<file path="src/rtl/bmf_ram.sv">
// ----------------------------------------------------------------------------
// bmf_ram
// generic single write port ram with one registered read port
// ----------------------------------------------------------------------------
module bmf_ram #(
   parameter  int WIDTH = 16,
   parameter  int DEPTH = 32,
   localparam int AW    = $clog2(DEPTH)
) (
   input  logic             clock,
   input  logic             we,
   input  logic [AW-1:0]    waddr,
   input  logic [WIDTH-1:0] wdata,
   input  logic [AW-1:0]    raddr,
   output logic [WIDTH-1:0] rdata
);

   logic [WIDTH-1:0] mem_ff [DEPTH];
   logic [WIDTH-1:0] rdata_ff;

   // write and registered read
   always_ff @(posedge clock) begin
      if (we) begin
         mem_ff[waddr] <= wdata;
      end
      rdata_ff <= mem_ff[raddr];
   end

   assign rdata = rdata_ff;

endmodule

</file>
<file path="config.mk">
export PLATFORM = sky130hd
export DESIGN_NAME = bmf_ram
export DESIGN_NICKNAME = d
export VERILOG_FILES = /design/src/rtl/bmf_ram.sv
export SDC_FILE = /design/constraint.sdc
export NUM_CORES = 1
export LEC_CHECK = 0
export BUFFER_PORTS_ARGS = -buffer_cell sky130_fd_sc_hd__buf_2
export CAP_MARGIN = 20
export CORE_ASPECT_RATIO = 1.5
export CORE_UTILIZATION = 50
export DETAILED_ROUTE_END_ITERATION = 6
export PLACE_DENSITY = 0.75
export SLEW_MARGIN = 40
export SYNTH_ARGS = -nofsm -noshare
export SYNTH_HDL_FRONTEND = slang
export SYNTH_SLANG_ARGS = --single-unit
</file>
<file path="constraint.sdc">
create_clock -name clock -period 2.4 [get_ports clock]
set_input_delay 0.24 -clock clock [delete_from_list [all_inputs] [get_ports clock]]
set_output_delay 0.24 -clock clock [all_outputs]
set_load 0.02 [all_outputs]
</file>
# After elaboration in Yosys (flattened, before gate mapping)
# Memories as Yosys holds them, arrays and structs flattened. A register that Yosys moved wholly into a read port is not among the register bits.
# Cells that the tools add are included.
# op_classes
mux,2
# op_table
operator,n
$mux W1,2
# word_totals
regBits,0
mem_bits_rw,512
input_bits,28
output_inout_bits,16
elab_cells,3
n_memories,1
# mem_list
memory,depth,width,read_ports,rd_clocked_by_memory_dff,write_ports,line_no,text
mem_ff,32,16,1,1,1,18,logic [WIDTH-1:0] mem_ff [DEPTH];

# Logic depth before layout (Yosys ltp)
# logic_depth
word_depth,2
depth_mapped,8
ltp_nobuf,5

# Least setup slack after synthesis
# No wires, ideal clock.
# synth_path
path_kind,input port to flip-flop
from,in waddr[1]
to,mem mem_ff[12][0] (enable)
t_arrival_ps,1592
t_required_ps,2012
path_slack_ps,420
stages,3
n_path_buf,1
cell_sequence,or3b_2 > clkbuf_1 > nor2_1
# synth_rtl
element,line_no,text
start: declaration,12,"input logic [AW-1:0] waddr,"
end: declaration,18,
# No word-level cell before the write port.

==> results.md <==
- Asr flop ratio synth: 0%
- Reg clk slew, reported paths: 0.07 ns
- Filler cells: 2,969
- Commonest cells in the netlist: 512 x edfxtp_1, 256 x mux2i_1, 64 x a22oi_1, 34 x nand3_1
- Starting DRT DRC Count: 1,081
- Max clock buf depth: 3
- Avg Vias per Cell: 5.99
- Synth Instances: 1,143
- # diodes: 0
- Final setup TNS: 0 ns
- Antenna violations before repair: 2
- Sequential share of the synthesized area: 76.4%
- Synth area leader: edfxtp_1
- Worst setup SP type: input pin
- Main area contributors after synthesis: edfxtp_1 75%, mux2i_1 12%, a22oi_1 2.3%
- Routed len/inst: 24.9 µm
- Outcome: complete, no violations
- DIE AREA: 41,900 µm²
- Max-cap violations: 0
- Tmin final: 1.57 ns
- Final #Nets: 1,268
- Global Route met1 Usage: 25.4%
- CTS root buf: clkbuf_16
- Router iterations before antenna repair: 5
- Final Non-Filler Cells: 1,780
- Die H: 250 µm
- Area of placed instances: 21,600 µm²
- Hold Startpoint: raddr[3]
- Resized Gates After CTS: 0
- WHS: 0.0943 ns
- Clk sink count: 528
- Std-Cell Rows: 90
- Syn_nets: 1,171
- Worst-path cell chain: buf_2 > and2_2 > a22o_1 > nor3_1 > a31oi_1 > nand3_1
- Post-CTS Setup Bufs: 0
- Least-Margin Pin Slew: 0.706 ns
- Multi-input gate area: 4320 µm²
- I/O pins: 44
- Average cell area after synthesis: 18.0 µm²
- Met3 usage: 2.99%
- Antenna-violating nets left: 0
- RSZ-0062 raised after global routing: false
- Fmax: 636 MHz
- Vias in the first global route: 10,900
- P per Cell Area: 809 nW/µm²
- Drt total wl: 44.2 mm
- Busiest grt layer: met2
- First-pass GRT wire length: 66.4 mm
- Via count: 10,700
- Layout Skew: 0.0131 ns
- H-tree levels: 2
- Hold crit path type: in2reg
- Setup crit end kind: flip-flop
- Fin. Hold Viols: 0
- All-Layer GR Usage: 21.4%
- Post-synth top area share: 74.9%
- Die W: 167 µm
- Largest net degree at the start of global routing: 38
- Fin crit share: 65.5%
- CP max stage cell: and2_2
- Most common cell in the netlist: edfxtp_1
- HPWL Detailed: 27.8 mm
- Clock Latency Late Sink: 0.55 ns
- Total CTS buffers: 43
- Commonest register cell after synthesis: edfxtp_1
- Synth Register Bits: 528
- # DRC: 0
- Syn. warnings: 0
- Initial core utilization: 50.9%
- Setup crit start: raddr[2]
- Synth Cell Area: 20,500 µm²
- Worst EP arrival: 1.94 ns
- Core ar.: 40,300 µm²
- Layout cell share with drive strength beyond 1: 15.1%
- End-of-flow core utilization: 57.3%
- Total grt overflow: 0
- Hold buffers post-CTS: 0
- CTS tree: built
- R2r startpoint: mem_ff[5][4]
- Post-synth EDFFs: 512
- Leak: 0.00816 µW
- Area Overhead vs Synth: 12.5%
- Slew Limit Fails: 0
- Design Area, Final: 23,100 µm²
- Slowest cell delay on critical path: 0.62 ns
- Crit-path max FO: 29
- Max_slew headroom: 53.0%
- Distinct cells, synth: 26
- WS Path Type: in2reg
- VDD IR max: 543 µV
- Final setup fails: 0
- Placed insts: 1,701
- Register area: 15,700 µm²
- Critical Path RT: 2.77 ns
- Gp weighted congestion: 0.798
- IO Port Bufs: 43
- Global routing usage on met2: 38.9%
## where the power goes
| part | internal (µW) | switching (µW) |
|---|---|---|
| clock network | 4280 | 3080 |
| registers | 10200 | 59.3 |
| logic | 362 | 672 |
## placed cells by master (no fill, tap or decap), types with 5 or more instances in the layout
master,count
nand3b_1,5
buf_2,42
nand4_1,16
a22oi_1,64
nand3_1,34
a31oi_1,16
bufinv_16,7
a21oi_1,32
buf_12,14
clkinv_2,8
buf_4,62
nor3_1,16
nand2_1,33
clkinv_1,7
clkbuf_1,5
clkbuf_16,45
mux2i_1,256
edfxtp_1,512
nor2_1,33
a22o_1,32
dfxtp_1,16
## state kept, by name (all words and copies together) (netlist names)
name / count
mem_ff: 512
rdata: 16
## layer usage
layer | vias to the layer above | wire length, µm
met1 | 5412 | 16100
met2 | 420 | 23700
met5 | - | 25
met3 | 94 | 2840
li1 | 4737 | -
met4 | 4 | 1550
## critical path, delay by kind of cell
kind            cells  cell delay (ns)
simple gates        3             0.94
compound gates      2             0.59
buf+inv             1             0.15
## area by class of cell
class | count | share of cell area, %
timing repair buffer | 119 | 4.20
clock buffer | 53 | 5.13
sequential | 528 | 67.9
clock inverter | 26 | 1.34
multi-input combinational | 548 | 18.7
tap | 506 | 2.74
## logic make-up after synthesis
group                  Yosys count  share of synthesized area, %
DFF                            528                          76.4
muxes                          256                          12.5
buffers and inverters           67                          2.63
AOI/OAI and AO/OA              144                          4.97
and+or+nand+nor                148                          3.49
## metrics by stage
| stage | setup WS, ns | power (µW) |
|---|---|---|
| CTS | 0.820 | 18800 |
| floorplan | 0.420 | 11100 |
| finish | 0.828 | 18700 |
| global route | 0.781 | 19200 |
| detailed placement | 0.265 | 11500 |
| global placement | 0.345 | 11500 |
## worst paths after layout
| check | endpoint | slack [ns] | depth (start not counted) |
|---|---|---|---|
| worst min register to register | rdata[5] | 0.61 | 4 |
| worst min-delay path | rdata[0] | 0.09 | 3 |
| worst max register to register | rdata[4] | 0.90 | 5 |
| worst max-delay path | rdata[4] | 0.83 | 6 |
No activity file was read; power rests on OpenSTA's default activity.
