[src/rtl/bmf_pkg.sv]
// ----------------------------------------------------------------------------
// bmf_pkg
// shared constants and types of the stereo 2x2 fir spatializer
// ----------------------------------------------------------------------------
package bmf_pkg;

   // filter length
   localparam int TAP_COUNT = 32;
   localparam int TAP_AW    = $clog2(TAP_COUNT);
   localparam int CNT_W     = $clog2(TAP_COUNT + 1);
   localparam int COEF_AW   = $clog2(2 * TAP_COUNT);

   // field widths
   localparam int ACT_W  = 2;
   localparam int SMP_W  = 16;
   localparam int COEF_W = 16;
   localparam int IDX_W  = 5;

   // memory words
   localparam int HIST_DW = 2 * SMP_W;
   localparam int COEF_DW = 4 * COEF_W;

   // arithmetic widths
   localparam int PROD_W    = SMP_W + COEF_W;
   localparam int ACC_W     = PROD_W + 1 + TAP_AW;
   localparam int RND_SHIFT = 14;

   // action codes
   localparam logic [ACT_W-1:0] ACT_SAMPLE = 2'd0;
   localparam logic [ACT_W-1:0] ACT_COEF   = 2'd1;
   localparam logic [ACT_W-1:0] ACT_SWAP   = 2'd2;

   // sequencer states
   typedef enum logic [1:0] {
      ST_IDLE,
      ST_RUN,
      ST_DRAIN,
      ST_OUT
   } state_type;

   // sequencer to mac unit
   typedef struct packed {
      logic clear;
      logic issue;
      logic keep;
   } mac_ctl_type;

   // sequencer to memories
   typedef struct packed {
      logic               hist_we;
      logic [TAP_AW-1:0]  hist_waddr;
      logic [TAP_AW-1:0]  hist_raddr;
      logic               coef_we;
      logic [COEF_AW-1:0] coef_waddr;
      logic [COEF_AW-1:0] coef_raddr;
   } mem_ctl_type;

endpackage

[src/rtl/bmf_mac.sv]
// ----------------------------------------------------------------------------
// bmf_mac
// shared multiply-accumulate unit: four products per tap, two accumulators,
// round half up and saturate to q1.15
// ----------------------------------------------------------------------------
module bmf_mac (
   input  logic                                clock,
   input  logic                                reset,
   input  bmf_pkg::mac_ctl_type                mac_ctl,
   input  logic [bmf_pkg::HIST_DW-1:0]         hist_q,
   input  logic [bmf_pkg::COEF_DW-1:0]         coef_q,
   output logic                                busy,
   output logic signed [bmf_pkg::SMP_W-1:0]    left_res,
   output logic signed [bmf_pkg::SMP_W-1:0]    right_res
);

   localparam int SW = bmf_pkg::SMP_W;
   localparam int CW = bmf_pkg::COEF_W;
   localparam int PW = bmf_pkg::PROD_W;
   localparam int AW = bmf_pkg::ACC_W;
   localparam int RW = AW - bmf_pkg::RND_SHIFT + 1;
   localparam int RND_HALF = 1 << (bmf_pkg::RND_SHIFT - 1);
   localparam logic signed [RW-1:0] SAT_MAX = RW'(32767);
   localparam logic signed [RW-1:0] SAT_MIN = RW'(-32768);

   logic                 iss_ff;
   logic                 keep_ff;
   logic                 prod_vld_ff;
   logic signed [PW:0]   prod_l_ff, prod_l_in;
   logic signed [PW:0]   prod_r_ff, prod_r_in;
   logic signed [AW-1:0] acc_l_ff;
   logic signed [AW-1:0] acc_r_ff;

   logic signed [SW-1:0] xl, xr;
   logic signed [CW-1:0] c_ll, c_rl, c_rr, c_lr;
   logic signed [PW-1:0] m_ll, m_rl, m_rr, m_lr;

   // round half up, then clamp
   function automatic logic signed [SW-1:0] round_sat(input logic signed [AW-1:0] acc);
      logic signed [AW:0]   biased;
      logic signed [RW-1:0] shr;
      logic signed [SW-1:0] res;
      biased = (AW+1)'(acc) + (AW+1)'(RND_HALF);
      shr    = biased[AW:bmf_pkg::RND_SHIFT];
      if (shr > SAT_MAX) begin
         res = SAT_MAX[SW-1:0];
      end else if (shr < SAT_MIN) begin
         res = SAT_MIN[SW-1:0];
      end else begin
         res = shr[SW-1:0];
      end
      return res;
   endfunction

   // unpack memory words, samples outside the filled history read as zero
   always_comb begin
      xl   = keep_ff ? hist_q[2*SW-1:SW] : '0;
      xr   = keep_ff ? hist_q[SW-1:0]    : '0;
      c_ll = coef_q[4*CW-1:3*CW];
      c_rl = coef_q[3*CW-1:2*CW];
      c_rr = coef_q[2*CW-1:CW];
      c_lr = coef_q[CW-1:0];
   end

   // four products and the pair sums
   always_comb begin
      m_ll      = xl * c_ll;
      m_rl      = xr * c_rl;
      m_rr      = xr * c_rr;
      m_lr      = xl * c_lr;
      prod_l_in = (PW+1)'(m_ll) + (PW+1)'(m_rl);
      prod_r_in = (PW+1)'(m_rr) + (PW+1)'(m_lr);
   end

   // pipeline valid flags
   always_ff @(posedge clock) begin
      if (reset) begin
         iss_ff      <= 1'b0;
         keep_ff     <= 1'b0;
         prod_vld_ff <= 1'b0;
      end else begin
         iss_ff      <= mac_ctl.issue;
         keep_ff     <= mac_ctl.keep;
         prod_vld_ff <= iss_ff;
      end
   end

   // product register
   always_ff @(posedge clock) begin
      prod_l_ff <= prod_l_in;
      prod_r_ff <= prod_r_in;
   end

   // accumulators
   always_ff @(posedge clock) begin
      if (reset || mac_ctl.clear) begin
         acc_l_ff <= '0;
         acc_r_ff <= '0;
      end else if (prod_vld_ff) begin
         acc_l_ff <= acc_l_ff + AW'(prod_l_ff);
         acc_r_ff <= acc_r_ff + AW'(prod_r_ff);
      end
   end

   assign busy      = iss_ff | prod_vld_ff;
   assign left_res  = round_sat(acc_l_ff);
   assign right_res = round_sat(acc_r_ff);

endmodule

[config.mk]
export PLATFORM = sky130hd
export DESIGN_NAME = bmf_mac
export DESIGN_NICKNAME = d
export VERILOG_FILES = /design/src/rtl/bmf_pkg.sv /design/src/rtl/bmf_mac.sv
export SDC_FILE = /design/constraint.sdc
export NUM_CORES = 2
export LEC_CHECK = 0
export BUFFER_PORTS_ARGS = -buffer_cell sky130_fd_sc_hd__buf_2
export CORE_MARGIN = 2
export CORE_UTILIZATION = 58
export DETAILED_ROUTE_END_ITERATION = 16
export PLACE_DENSITY = 0.82
export SKIP_CTS_REPAIR_TIMING = 1
export SYNTH_ARGS = -nofsm -noshare
export SYNTH_HDL_FRONTEND = slang
export SYNTH_SLANG_ARGS = --single-unit
[constraint.sdc]
create_clock -name clock -period 22.7 [get_ports clock]
set_input_delay 3.405 -clock clock [delete_from_list [all_inputs] [get_ports clock]]
set_output_delay 3.405 -clock clock [all_outputs]
set_load 0.02 [all_outputs]
Word-level counts from Yosys, hierarchy flattened --
Cells that the tools add are included.
Operators by class: $add $sub $neg 6, multipliers 4, magnitude comparators 4, multiplexer cells 6, bitwise gates (word level) 1, reductions and logical operators 1
Operators by type and width (count):
- $mul A16 B16 Y32 | 4
- $mux W16 | 6
- $add A38 B15 Y39 const B | 2
- $add A38 B33 Y38 | 2
- $add A32 B32 Y33 | 2
- $gt A25 B16 Y1 const B | 2
- $lt A25 B16 Y1 const B | 2
- $logic_or A1 B1 Y1 | 1
- $or A1 B1 Y1 | 1
Word-level totals: bits in registers 145, output and inout port bits 33

Depth between registers and ports, before layout --
depth after elaboration 4, mapped depth 30, gate-level depth less buffers 27

Least setup slack after synthesis --
No wires, ideal clock.
path kind input port to flip-flop, from input hist_q[14] in the netlist's numbering, to register prod_r_ff[32], arrival time 10.207 ns, required time 22.628 ns, slack 12.421 ns, stages on the path 27, buffers on the path 2, path through and2_1 -> clkbuf_1 -> clkbuf_1 -> nand2_1 -> fa_1 -> fa_1 -> inv_1 -> fa_1 -> inv_1 -> fa_1 -> inv_1 -> fa_1 -> fa_1 -> fa_1 -> inv_1 -> fa_1 -> inv_1 -> ha_1 -> a21o_1 -> a21o_1 -> a221oi_1 -> a311oi_1 -> o2111ai_1 -> nand3_1 -> a31o_2 -> a21oi_1 -> xnor2_1
Between the ends: longest elaborated chain between the ends 3
RTL lines:
- start: declaration | RTL line bmf_mac.sv:10 | input logic [bmf_pkg::HIST_DW-1:0] hist_q,
- $mux W16 | RTL line bmf_mac.sv:58 | xr = keep_ff ? hist_q[SW-1:0] : '0;
- $mul A16 B16 Y32 | RTL line bmf_mac.sv:69 | m_rr = xr * c_rr;
- $add A32 B32 Y33 | RTL line bmf_mac.sv:72 | prod_r_in = (PW+1)'(m_rr) + (PW+1)'(m_lr);
- via prod_r_in[32] | RTL line bmf_mac.sv:30 | logic signed [PW:0] prod_r_ff, prod_r_in;
- end signal: assignment | RTL line bmf_mac.sv:91 | prod_r_ff <= prod_r_in;
- end: declaration | RTL line bmf_mac.sv:30
The timed path passes the listed nets, and every way through them passes these cells. A chain may end at the register's enable or synchronous reset.

Final worst setup path --
from input hist_q[31] in the netlist's numbering, to register prod_r_ff[30]
Between the ends: longest elaborated chain between the ends 3
RTL lines:
- $mux W16 | RTL line bmf_mac.sv:57 | xl = keep_ff ? hist_q[2*SW-1:SW] : '0;
- $mul A16 B16 Y32 | RTL line bmf_mac.sv:70 | m_lr = xl * c_lr;
- $add A32 B32 Y33 | RTL line bmf_mac.sv:72
- via prod_r_in[30] | RTL line bmf_mac.sv:30
The timed path passes the listed nets, and every way through them passes these cells.

==> impl_metrics.json <==
{
  "dp_slack_ps": 10800,
  "share_of_the_synthesized_area_in_compound_gates_ao_oa_aoi_oai_pct": 6.08,
  "ir_worst_vdd_v": 0.000251,
  "share_of_the_cycle_needed_by_the_critical_path_after_routing_pct": 51.6,
  "report.final.hold_viol_count": 0,
  "grt_antenna_before_repair": 17,
  "detail_route.drc_violations": 0,
  "worst_skew_late_latency_ps": 490,
  "period_needed_ps": 11700,
  "final_std_cells_w_o_fill": 6527,
  "floorplan.core_area_mm2": 0.0840,
  "io_buffer_count": 133,
  "yosys.area_share.simple_pct": 15.5,
  "finish.utilization_pct": 61.1,
  "grt.overflow.total": 0,
  "setup_viol": 0,
  "initial_utilization_pct": 58.8,
  "skew_ps": 15.4,
  "worst_margin_slew_ps": 1130,
  "synth_top_area_cell": "sky130_fd_sc_hd__fa_1",
  "vias_in_the_first_global_route": 40218,
  "min-delay-path-class": "reg2reg",
  "nFillCells": 6892,
  "worstPathRequired_ps": 23050,
  "synth.mux.area_fraction_pct": 0.798,
  "run_status": "complete, no violations",
  "synth_nets": 7086,
  "setup.worst_path.start_class": "input pin",
  "placed_area_mm2": 0.0507,
  "total_iterations_of_the_first_detailed_routing_run": 6,
  "synth-edff-count": 0,
  "worst_slack_ps": 11000,
  "power_density_mw_per_mm2": 128,
  "routed_wire_length_per_instance_um": 19.9,
  "synth_area_per_cell_um2": 9.07,
  "layout-drive-gt1-share_pct": 4.38,
  "synth_xor_area_share_pct": 2.96,
  "ys_seq_elements": 145,
  "leakagePower_nw": 27.2,
  "placement_rows": 106,
  "drv_cap": 0,
  "seq_area_frac_synth_pct": 5.88,
  "global_route.usage.total_pct": 31.1,
  "endpoint_kind": "flop",
  "largest_net_degree_at_the_start_of_global_routing": 233,
  "dominantRegCellSynth": "sky130_fd_sc_hd__dfxtp_1",
  "clk_path_buf_depth": 2,
  "yosysUniqueCellTypes": 81,
  "die_area_mm2": 0.0875,
  "tritoncts": "yes",
  "layout.cell_area.non_filler_mm2": 0.0513,
  "synthMostInstantiatedCell": "sky130_fd_sc_hd__inv_1",
  "ys_async_rst_share_pct": 0,
  "synthTopCellsByArea": "sky130_fd_sc_hd__fa_1 (47%), sky130_fd_sc_hd__inv_1 (9.9%), sky130_fd_sc_hd__ha_1 (9.5%), sky130_fd_sc_hd__and3_1 (6.3%), sky130_fd_sc_hd__dfxtp_1 (5.9%)",
  "fp.dieH_um": 296,
  "synth_top_family_by_area": "adder cells",
  "finalNetCount": 7015,
  "synth_top_cell_area_share_pct": 47.4,
  "slew_viols_final": 0,
  "synth_adder_area_share_pct": 56.9,
  "drt-total-wl_mm": 130,
  "flow.area_growth_from_synthesis_pct": 3.91,
  "cts_root_buffer": "sky130_fd_sc_hd__clkbuf_16",
  "grt_pass1_wl_mm": 210,
  "yosys_warnings": 0,
  "io_pins": 134,
  "finalWeightedCongestion": 0.937,
  "rsz0062_at_grt": "false",
  "clk_pin_slew_worst_setup_hold_paths_ps": 70,
  "dp_cells": 6485,
  "ys_top_cells_by_count": "sky130_fd_sc_hd__inv_1 (1307), sky130_fd_sc_hd__fa_1 (1170), sky130_fd_sc_hd__nand2_1 (593)",
  "totalPowerFinal_mw": 6.54,
  "synthesis.instances": 5441,
  "syn-cell-area_mm2": 0.0494,
  "detailroute.via_count": 37884,
  "clkSinkCount": 145,
  "fmax_mhz": 85.4,
  "post_drt_via_cell_ratio": 5.80,
  "worst-path-max-fanout": 21,
  "drt_iter0_drc": 3103,
  "fin_hold_ws_ps": 458,
  "path_class": "in2reg",
  "cts_buffers": 17,
  "floorplan.die.width_um": 296,
  "slew_headroom_pct": 23.9,
  "cts-htree-levels": 4,
  "worstPathArrival_ps": 12060,
  "post-dp-hpwl_mm": 106,
  "ant_nets": 0,
  "final.setup.tns_ps": 0
}
## path summary, 6_finish.rpt
check	start	to	slack, ps	depth (start not counted)
max reg2reg	keep_ff	prod_r_ff[30]	11980	26
max	hist_q[31]	prod_r_ff[30]	11000	25
min	iss_ff	prod_vld_ff	460	1
min reg2reg	iss_ff	prod_vld_ff	460	1
## state kept, by name, summed over array words and instances, names as in the netlist
signal       flops
prod_vld_ff      1
acc_r_ff        38
prod_l_ff       33
acc_l_ff        38
prod_r_ff       33
keep_ff          1
iss_ff           1
## report_power, final
part	switching, mW	leakage, nW	total, mW	internal [mW]
logic	3.43	25.7	5.80	2.37
clock network	0.126	0.254	0.277	0.151
registers	0.0701	1.20	0.464	0.394
total	3.63	27.2	6.54	2.91
## worst max-delay path, stage by stage
cell	delay (ps)
sky130_fd_sc_hd__buf_2	330
sky130_fd_sc_hd__and2_1	940
sky130_fd_sc_hd__nand2_1	350
sky130_fd_sc_hd__fa_1	730
sky130_fd_sc_hd__inv_1	160
sky130_fd_sc_hd__fa_1	650
sky130_fd_sc_hd__inv_1	230
sky130_fd_sc_hd__fa_1	540
sky130_fd_sc_hd__inv_1	60
sky130_fd_sc_hd__fa_1	590
sky130_fd_sc_hd__fa_1	470
sky130_fd_sc_hd__fa_1	470
sky130_fd_sc_hd__fa_1	490
sky130_fd_sc_hd__inv_1	50
sky130_fd_sc_hd__fa_1	480
sky130_fd_sc_hd__inv_1	50
sky130_fd_sc_hd__ha_1	370
sky130_fd_sc_hd__nand2_1	90
sky130_fd_sc_hd__nor2_1	130
sky130_fd_sc_hd__nand2_1	90
sky130_fd_sc_hd__a311oi_1	560
sky130_fd_sc_hd__o2111ai_1	270
sky130_fd_sc_hd__nand3_1	150
sky130_fd_sc_hd__nand2_1	70
sky130_fd_sc_hd__xnor2_1	340
## cell families (layout without fill, tap and decap cells)
family          after synthesis  after routing
compound gates              458            458
xor+xnor                    167            167
fa+ha+maj                  1544           1544
buf+inv                    1561           1503
flops                       145            145
mux                          39             39
other cells                   0             10
simple gates               1527           1527
## area by class of cell
cell class / count / area (µm²) / share of cell area, %
diodes: 10 / 25.0 / 0.0488
clock buffers: 21 / 440 / 0.859
clock inverters: 11 / 109 / 0.212
inverters: 1309 / 4910 / 9.58
multi-input cells: 3735 / 40600 / 79.1
flip-flops and latches: 145 / 2910 / 5.67
well taps: 1134 / 1420 / 2.77
repair buffers: 162 / 896 / 1.75
## layout by cell type, fill, tap and decap left out, types with 120 or more instances in the layout
cell type	count
sky130_fd_sc_hd__a21oi_1	123
sky130_fd_sc_hd__and3_1	501
sky130_fd_sc_hd__buf_2	133
sky130_fd_sc_hd__dfxtp_1	143
sky130_fd_sc_hd__fa_1	1170
sky130_fd_sc_hd__ha_1	374
sky130_fd_sc_hd__inv_1	1307
sky130_fd_sc_hd__nand2_1	593
sky130_fd_sc_hd__nor2_1	168
sky130_fd_sc_hd__xnor2_1	120
## layer usage
metal / global-route usage (%) / part of all wire, % / wire [µm]
met1: 41.6 / 38 / 49200
met2: 49.2 / 46 / 59600
met3: 7.38 / 12 / 15000
met4: 12.2 / 4.4 / 5690
met5: 0 / 0.083 / 107
Power figures use the tool's default switching activity.
