$ cat src/rtl/bmf_pkg.sv
// ----------------------------------------------------------------------------
// bmf_pkg
// shared constants and types of the stereo 2x2 fir spatializer
// ----------------------------------------------------------------------------
package bmf_pkg;

   // filter length
   localparam int TAP_COUNT = 32;
   localparam int TAP_AW    = $clog2(TAP_COUNT);
   localparam int CNT_W     = $clog2(TAP_COUNT + 1);
   localparam int COEF_AW   = $clog2(2 * TAP_COUNT);

   // field widths
   localparam int ACT_W  = 2;
   localparam int SMP_W  = 16;
   localparam int COEF_W = 16;
   localparam int IDX_W  = 5;

   // memory words
   localparam int HIST_DW = 2 * SMP_W;
   localparam int COEF_DW = 4 * COEF_W;

   // arithmetic widths
   localparam int PROD_W    = SMP_W + COEF_W;
   localparam int ACC_W     = PROD_W + 1 + TAP_AW;
   localparam int RND_SHIFT = 14;

   // action codes
   localparam logic [ACT_W-1:0] ACT_SAMPLE = 2'd0;
   localparam logic [ACT_W-1:0] ACT_COEF   = 2'd1;
   localparam logic [ACT_W-1:0] ACT_SWAP   = 2'd2;

   // sequencer states
   typedef enum logic [1:0] {
      ST_IDLE,
      ST_RUN,
      ST_DRAIN,
      ST_OUT
   } state_type;

   // sequencer to mac unit
   typedef struct packed {
      logic clear;
      logic issue;
      logic keep;
   } mac_ctl_type;

   // sequencer to memories
   typedef struct packed {
      logic               hist_we;
      logic [TAP_AW-1:0]  hist_waddr;
      logic [TAP_AW-1:0]  hist_raddr;
      logic               coef_we;
      logic [COEF_AW-1:0] coef_waddr;
      logic [COEF_AW-1:0] coef_raddr;
   } mem_ctl_type;

endpackage

$ cat src/rtl/bmf_seq.sv
// ----------------------------------------------------------------------------
// bmf_seq
// sequencer: decodes beats, owns the history pointers, fill count and bank,
// and steps the mac unit through the taps
// ----------------------------------------------------------------------------
module bmf_seq (
   input  logic                          clock,
   input  logic                          reset,
   input  logic                          req_valid,
   output logic                          req_ready,
   input  logic [bmf_pkg::ACT_W-1:0]     req_action,
   input  logic [bmf_pkg::IDX_W-1:0]     req_tap_index,
   input  logic                          out_free,
   input  logic                          mac_busy,
   output bmf_pkg::mem_ctl_type          mem_ctl,
   output bmf_pkg::mac_ctl_type          mac_ctl,
   output logic                          load_out
);

   localparam int TW    = bmf_pkg::TAP_AW;
   localparam int CA    = bmf_pkg::COEF_AW;
   localparam int NW    = bmf_pkg::CNT_W;
   localparam int EXT_W = bmf_pkg::IDX_W + TW;
   localparam logic [TW-1:0] LAST_TAP = TW'(bmf_pkg::TAP_COUNT - 1);

   bmf_pkg::state_type state_ff, state_in;
   logic [TW-1:0] tap_ff, tap_in;
   logic [TW-1:0] wr_ptr_ff, wr_ptr_in;
   logic [TW-1:0] rd_ptr_ff, rd_ptr_in;
   logic [NW-1:0] fill_ff, fill_in;
   logic          bank_ff, bank_in;

   logic          accept;
   logic          is_sample, is_coef, is_swap;
   logic [EXT_W-1:0] idx_ext;
   logic          idx_ok;
   logic [TW-1:0] wr_ptr_nxt, rd_ptr_nxt;

   assign accept = req_valid && req_ready;

   // action decode
   always_comb begin
      is_sample = 1'b0;
      is_coef   = 1'b0;
      is_swap   = 1'b0;
      unique case (req_action)
         bmf_pkg::ACT_SAMPLE: is_sample = 1'b1;
         bmf_pkg::ACT_COEF:   is_coef   = 1'b1;
         bmf_pkg::ACT_SWAP:   is_swap   = 1'b1;
         default: ;
      endcase
   end

   // tap index range check
   assign idx_ext = EXT_W'(req_tap_index);
   assign idx_ok  = idx_ext < EXT_W'(bmf_pkg::TAP_COUNT);

   // circular pointer steps
   assign wr_ptr_nxt = (wr_ptr_ff == LAST_TAP) ? '0 : wr_ptr_ff + 1'b1;
   assign rd_ptr_nxt = (rd_ptr_ff == LAST_TAP) ? '0 : rd_ptr_ff + 1'b1;

   // next state
   always_comb begin
      state_in = state_ff;
      unique case (state_ff)
         bmf_pkg::ST_IDLE:  if (accept && is_sample) state_in = bmf_pkg::ST_RUN;
         bmf_pkg::ST_RUN:   if (tap_ff == LAST_TAP) state_in = bmf_pkg::ST_DRAIN;
         bmf_pkg::ST_DRAIN: if (!mac_busy) state_in = bmf_pkg::ST_OUT;
         bmf_pkg::ST_OUT:   if (out_free) state_in = bmf_pkg::ST_IDLE;
         default:           state_in = bmf_pkg::ST_IDLE;
      endcase
   end

   // state outputs
   always_comb begin
      req_ready     = 1'b0;
      mac_ctl.clear = 1'b0;
      mac_ctl.issue = 1'b0;
      load_out      = 1'b0;
      // a tap sees a real sample once enough samples have arrived
      mac_ctl.keep  = ((NW+1)'(tap_ff) + (NW+1)'(fill_ff))
                      >= (NW+1)'(bmf_pkg::TAP_COUNT);
      unique case (state_ff)
         bmf_pkg::ST_IDLE: begin
            req_ready     = 1'b1;
            mac_ctl.clear = 1'b1;
         end
         bmf_pkg::ST_RUN:   mac_ctl.issue = 1'b1;
         bmf_pkg::ST_DRAIN: ;
         bmf_pkg::ST_OUT:   load_out = out_free;
         default: ;
      endcase
   end

   // memory control
   always_comb begin
      mem_ctl.hist_we    = accept && is_sample;
      mem_ctl.hist_waddr = wr_ptr_ff;
      mem_ctl.hist_raddr = rd_ptr_ff;
      mem_ctl.coef_we    = accept && is_coef && idx_ok;
      mem_ctl.coef_waddr = bank_ff ? CA'(idx_ext[TW-1:0])
                                   : CA'(idx_ext[TW-1:0]) + CA'(bmf_pkg::TAP_COUNT);
      mem_ctl.coef_raddr = bank_ff ? CA'(tap_ff) + CA'(bmf_pkg::TAP_COUNT)
                                   : CA'(tap_ff);
   end

   // counter and pointer next values
   always_comb begin
      wr_ptr_in = wr_ptr_ff;
      rd_ptr_in = rd_ptr_ff;
      tap_in    = tap_ff;
      fill_in   = fill_ff;
      bank_in   = bank_ff;
      if (mem_ctl.hist_we) begin
         wr_ptr_in = wr_ptr_nxt;
         rd_ptr_in = wr_ptr_nxt;
         tap_in    = '0;
         if (fill_ff != NW'(bmf_pkg::TAP_COUNT)) begin
            fill_in = fill_ff + 1'b1;
         end
      end else if (state_ff == bmf_pkg::ST_RUN) begin
         rd_ptr_in = rd_ptr_nxt;
         tap_in    = tap_ff + 1'b1;
      end
      if (accept && is_swap) begin
         bank_in = ~bank_ff;
      end
   end

   // registers
   always_ff @(posedge clock) begin
      if (reset) begin
         state_ff  <= bmf_pkg::ST_IDLE;
         tap_ff    <= '0;
         wr_ptr_ff <= '0;
         rd_ptr_ff <= '0;
         fill_ff   <= '0;
         bank_ff   <= 1'b0;
      end else begin
         state_ff  <= state_in;
         tap_ff    <= tap_in;
         wr_ptr_ff <= wr_ptr_in;
         rd_ptr_ff <= rd_ptr_in;
         fill_ff   <= fill_in;
         bank_ff   <= bank_in;
      end
   end

endmodule

$ cat config.mk
export PLATFORM = sky130hd
export DESIGN_NAME = bmf_seq
export DESIGN_NICKNAME = d
export VERILOG_FILES = /design/src/rtl/bmf_pkg.sv /design/src/rtl/bmf_seq.sv
export SDC_FILE = /design/constraint.sdc
export NUM_CORES = 1
export LEC_CHECK = 0
export ABC_AREA = 1
export BUFFER_PORTS_ARGS = -buffer_cell sky130_fd_sc_hd__clkbuf_2
export CORE_ASPECT_RATIO = 2
export CORE_MARGIN = 2
export CORE_UTILIZATION = 49
export CTS_BUF_LIST = sky130_fd_sc_hd__clkbuf_2
export DETAILED_ROUTE_END_ITERATION = 6
export PLACE_DENSITY = 0.78
export SYNTH_ARGS = -nofsm -noshare
export SYNTH_HDL_FRONTEND = slang
export SYNTH_SLANG_ARGS = --single-unit
$ cat constraint.sdc
create_clock -name clock -period 1.6 [get_ports clock]
set_clock_uncertainty 0.15 [all_clocks]
set_input_delay 0.32 -clock clock [delete_from_list [all_inputs] [get_ports clock]]
set_output_delay 0.32 -clock clock [all_outputs]
set_load 0.01 [all_outputs]
# --- After elaboration in Yosys (flattened, before gate mapping) ---
# Index checks and enable logic that the tools add are counted.
classes:
  n_mux: 17
  n_div: 0
  n_shift: 0
  magnitude_cmp: 2
  n_bitwise: 1
  n_eq_ne: 13
  reduce_logical: 11
  n_addsub: 7
  n_mul: 0
op_table:
  columns: ["op", "n"]
  rows:
  - ["$mux W5", 4]
  - ["$add A5 B1 Y5 const B", 3]
  - ["$eq A5 B5 Y1 const B", 3]
  - ["$add A5 B6 Y6 const B", 2]
  - ["$mux W6", 2]
  - ["$mux W2", 4]
  - ["$ne A2 B2 Y1 const B", 4]
  - ["$pmux W2 S4", 1]
  - ["$add A5 B6 Y7", 1]
  - ["$ge A7 B6 Y1 const B", 1]
  - ["$add A6 B1 Y6 const B", 1]
  - ["$eq A2 B2 Y1 const B", 3]
  - ["$lt A5 B6 Y1 const B", 1]
  - ["$mux W1", 6]
  - ["$ne A6 B6 Y1 const B", 1]
  - ["$logic_and A1 B1 Y1", 5]
  - ["$eq A2 B1 Y1 const B", 2]
  - ["$logic_not A2 Y1", 2]
  - ["$reduce_and A4 Y1", 1]
  - ["$reduce_and A2 Y1", 1]
  - ["$reduce_bool A2 Y1", 1]
  - ["$reduce_or A2 Y1", 1]
  - ["$not A1 Y1", 1]
totals:
  mem_bits_ro: 0
  ff_bits: 24
  memories: 0
  wordCells: 57
  input_bits: 12
  mem_bits_rw: 0
  latchBits: 0

# --- Depth between registers and ports, before layout ---
logic_depth:
  word_depth: 6
  ltp_mapped: 10

# --- Worst setup path before layout ---
# No wires, ideal clock.
synth_timing:
  kind: "reg2out"
  startpoint: "register tap_ff[0]"
  endpoint: "output port mac_ctl[0] in the netlist's numbering"
  path_buffers: 0
  stages_incl_launch_ff: 7
  setup_slack_ps: -118
  t_arrival_ps: 1248
  cell_sequence: "dfxtp_1 -> ha_1 -> fa_1 -> nor2_1 -> nand2_1 -> nand2_1 -> nand3_1"
synth_lines:
  columns: ["item", "line", "source"]
  rows:
  - ["start: declaration", "bmf_seq.sv:27", "logic [TW-1:0] tap_ff, tap_in;"]
  - ["start signal: assignment", "bmf_seq.sv:141", "tap_ff <= tap_in;"]
  - ["end: declaration", "bmf_seq.sv:16", "output bmf_pkg::mac_ctl_type mac_ctl,"]

==> flow_metrics.tcl <==
set metrics [dict create \
    design_area_um2 2250 \
    crit-reg2reg-launch "tap_ff[0]$_SDFFE_PP0P_" \
    cts_buffer_depth 2 \
    yosys_warnings 0 \
    reg2reg_to "state_ff[0]$_SDFFE_PP0P_" \
    root_buffer "clkbuf_2" \
    cp.required_ns 1.13 \
    syn_nets 247 \
    min_from "req_action[1]" \
    num_antenna_cells 0 \
    grt_pass1_wl_um 6880 \
    dieArea_um2 3640 \
    ys_seq_area_share_pct 31.1 \
    insertion_delay_ns 0.36 \
    tightest_slew_ns 0.315 \
    crit_type "flip-flop to output port" \
    power_density_nw_per_um2 1090 \
    dp.cells 292 \
    dp_hpwl_um 2950 \
    die_h_um 83.4 \
    cts.clk_slew.worst_paths_ns 0.23 \
    syn_inst 217 \
    cts_sinks 24 \
    gp_congestion 0.873 \
    synth_area_um2 1540 \
    io_pins 41 \
    hold_viol 0 \
    wl_per_cell_um 15.3 \
    ff2ff_path_depth 11 \
    port_buffers 30 \
    area_delta_synth_final_pct 45.7 \
    end_kind "output port" \
    cap_violations 0 \
    drive_above_1_share_pct 42.7 \
    status "complete, but fails checks" \
    place_area_um2 1870 \
    crit_fanout 2 \
    die_w_um 43.7 \
    period_share_pct 132 \
    worstPathArrival_ns 1.64 \
    min_period_ns 2.11 \
    slew_violations 0 \
    min_path_type "primary input to flip-flop" \
    initial_core_util_pct 51.8 \
    drc 0 \
    hold_path_depth 3 \
    r2r_slack_ns -0.20 \
    cp-start-kind "flip-flop" \
    max-vdd-ir-drop_mv 0.906 \
    layout_commonest_cell "nand2_1" \
    grt_antenna_before_repair 0 \
    grt_pass1_vias 1630 \
    post_layout_nonfiller_instances 309 \
    hold-path-endpoint "bank_ff$_SDFFE_PP0P_" \
    h-tree-depth 1 \
    grt_max_degree 14 \
    viasPerCell 5.46 \
    track_usage_pct 24.4 \
    rsz0062_at_grt "yes" \
    coreArea_um2 2980 \
    synth.ff_latch_count 24 \
    avgSynthCellArea_um2 7.12 \
    slew_headroom_pct 78.8 \
    drtPass1Iterations 4 \
    final_cell_mix "43 x nand2_1, 28 x buf_4, 27 x clkbuf_2" \
    utilization_pct 75.5 \
    totalPowerFinal_mw 2.45 \
    drt_iter0_drc 73 \
    drt-total-wl_um 4720 \
    placementRows 28 \
    fin_ws_ns -0.514 \
    overflow 0 \
    p_leak_nw 1.12 \
    ant_nets 0 \
    vias 1687 \
    layout.nets 310 \
    synthDistinctLibCells 25 \
    cts_tree "yes" \
    cts_buffers 3 \
    finalSetupViolCount 18 \
    max_freq_mhz 473 \
    violations "setup timing" \
]
## routing by layer
metal  track usage [%]  share of wire [%]
met1              24.7                 34
met2              44.5                 56
met5                 0                  0
met4              13.8                5.6
met3              2.83                3.6
## how the worst max path moves through the flow
stage	depth (start not counted)	slack (ns)	to	startpoint
global route	8	-0.64	mac_ctl[0]	tap_ff[1]$_SDFFE_PP0P_
floorplan	6	0.0004	mac_ctl[0]	tap_ff[0]$_SDFFE_PP0P_
detailed placement	7	-0.11	mac_ctl[0]	tap_ff[0]$_SDFFE_PP0P_
finish	7	-0.51	mac_ctl[0]	tap_ff[0]$_SDFFE_PP0P_
global placement	7	-0.09	mac_ctl[0]	tap_ff[0]$_SDFFE_PP0P_
CTS	7	-0.49	mac_ctl[0]	tap_ff[0]$_SDFFE_PP0P_
## layout make-up
type,instances,area [um2]
tap,30,37.5
inverter,30,125
multi-input combinational,154,1070
fill,191,728
timing repair buffer,67,497
sequential,24,497
clock buffer,3,15.0
clock inverter,1,3.75
## Yosys cell counts
| cell | count | area, um2 |
|---|---|---|
| nand2_1 | 50 | 188 |
| inv_1 | 27 | 101 |
| dfxtp_1 | 24 | 480 |
| nor2_1 | 24 | 90.1 |
| ha_1 | 17 | 213 |
| a21oi_1 | 14 | 70.1 |
| nand3_1 | 13 | 65.1 |
| o21ai_0 | 9 | 45.0 |
| buf_4 | 7 | 52.6 |
| nand4_1 | 5 | 31.3 |
| nor3_1 | 5 | 25.0 |
| xor2_1 | 4 | 35.0 |
| nand2_2 | 3 | 18.8 |
| inv_2 | 2 | 7.51 |
| nand2_4 | 2 | 22.5 |
| o22ai_1 | 2 | 12.5 |
| and3_1 | 1 | 6.26 |
| buf_2 | 1 | 5.00 |
| clkbuf_1 | 1 | 3.75 |
| fa_1 | 1 | 20.0 |
| inv_4 | 1 | 6.26 |
| nor2_2 | 1 | 6.26 |
| nor2_4 | 1 | 11.3 |
| nor2_8 | 1 | 20.0 |
| o31ai_1 | 1 | 7.51 |
## worst max-delay path: stages, from the launching register on
cell and delay, ns:
dfxtp_4 0.41, ha_4 0.16, fa_2 0.31, nor2_1 0.10, nand2_1 0.06, nand2_1 0.07, nand3_2 0.05, clkbuf_2 0.13
## logic make-up (layout without fill, tap and decap cells)
| logic type | after synthesis | in the layout | share of synthesized area (%) |
|---|---|---|---|
| compound gates | 26 | 26 | 8.75 |
| simple gates | 106 | 106 | 31.4 |
| flops | 24 | 24 | 31.1 |
| xor+xnor | 4 | 4 | 2.27 |
| fa+ha+maj | 18 | 18 | 15.1 |
| buf+inv | 39 | 101 | 11.4 |
## where the power goes
group          internal (mW)  total (mW)  switching, mW
clock network         0.0542       0.252          0.198
registers              0.694       0.778         0.0839
logic                  0.689        1.42          0.731
## flip-flops by register name, summed over array words and instances (netlist names)
| name | flops |
|---|---|
| bank_ff | 1 |
| fill_ff | 6 |
| rd_ptr_ff | 5 |
| state_ff | 2 |
| tap_ff | 5 |
| wr_ptr_ff | 5 |
## timing repair
action / 4_1_cts / 5_1_grt
pin swaps: 11 / 18
endpoints found under the setup margin: 9 / 20
resized for setup: 26 / 52
hold buffers: 0 / 0
setup buffers: 8 / 8
## per-stage QoR
step | TNS, ns | setup slack [ns] | hold WS [ns]
6_report | -2.24 | -0.514 | 0.119
4_1_cts | -1.23 | -0.490 | 0.134
3_5_place_dp | -0.218 | -0.106 | 0.343
3_3_place_gp | -0.172 | -0.0876 | 0.322
5_1_grt | -3.32 | -0.637 | 0.111
2_1_floorplan | 0 | 0.000433 | 0.307
No activity file was read; power rests on OpenSTA's default activity.
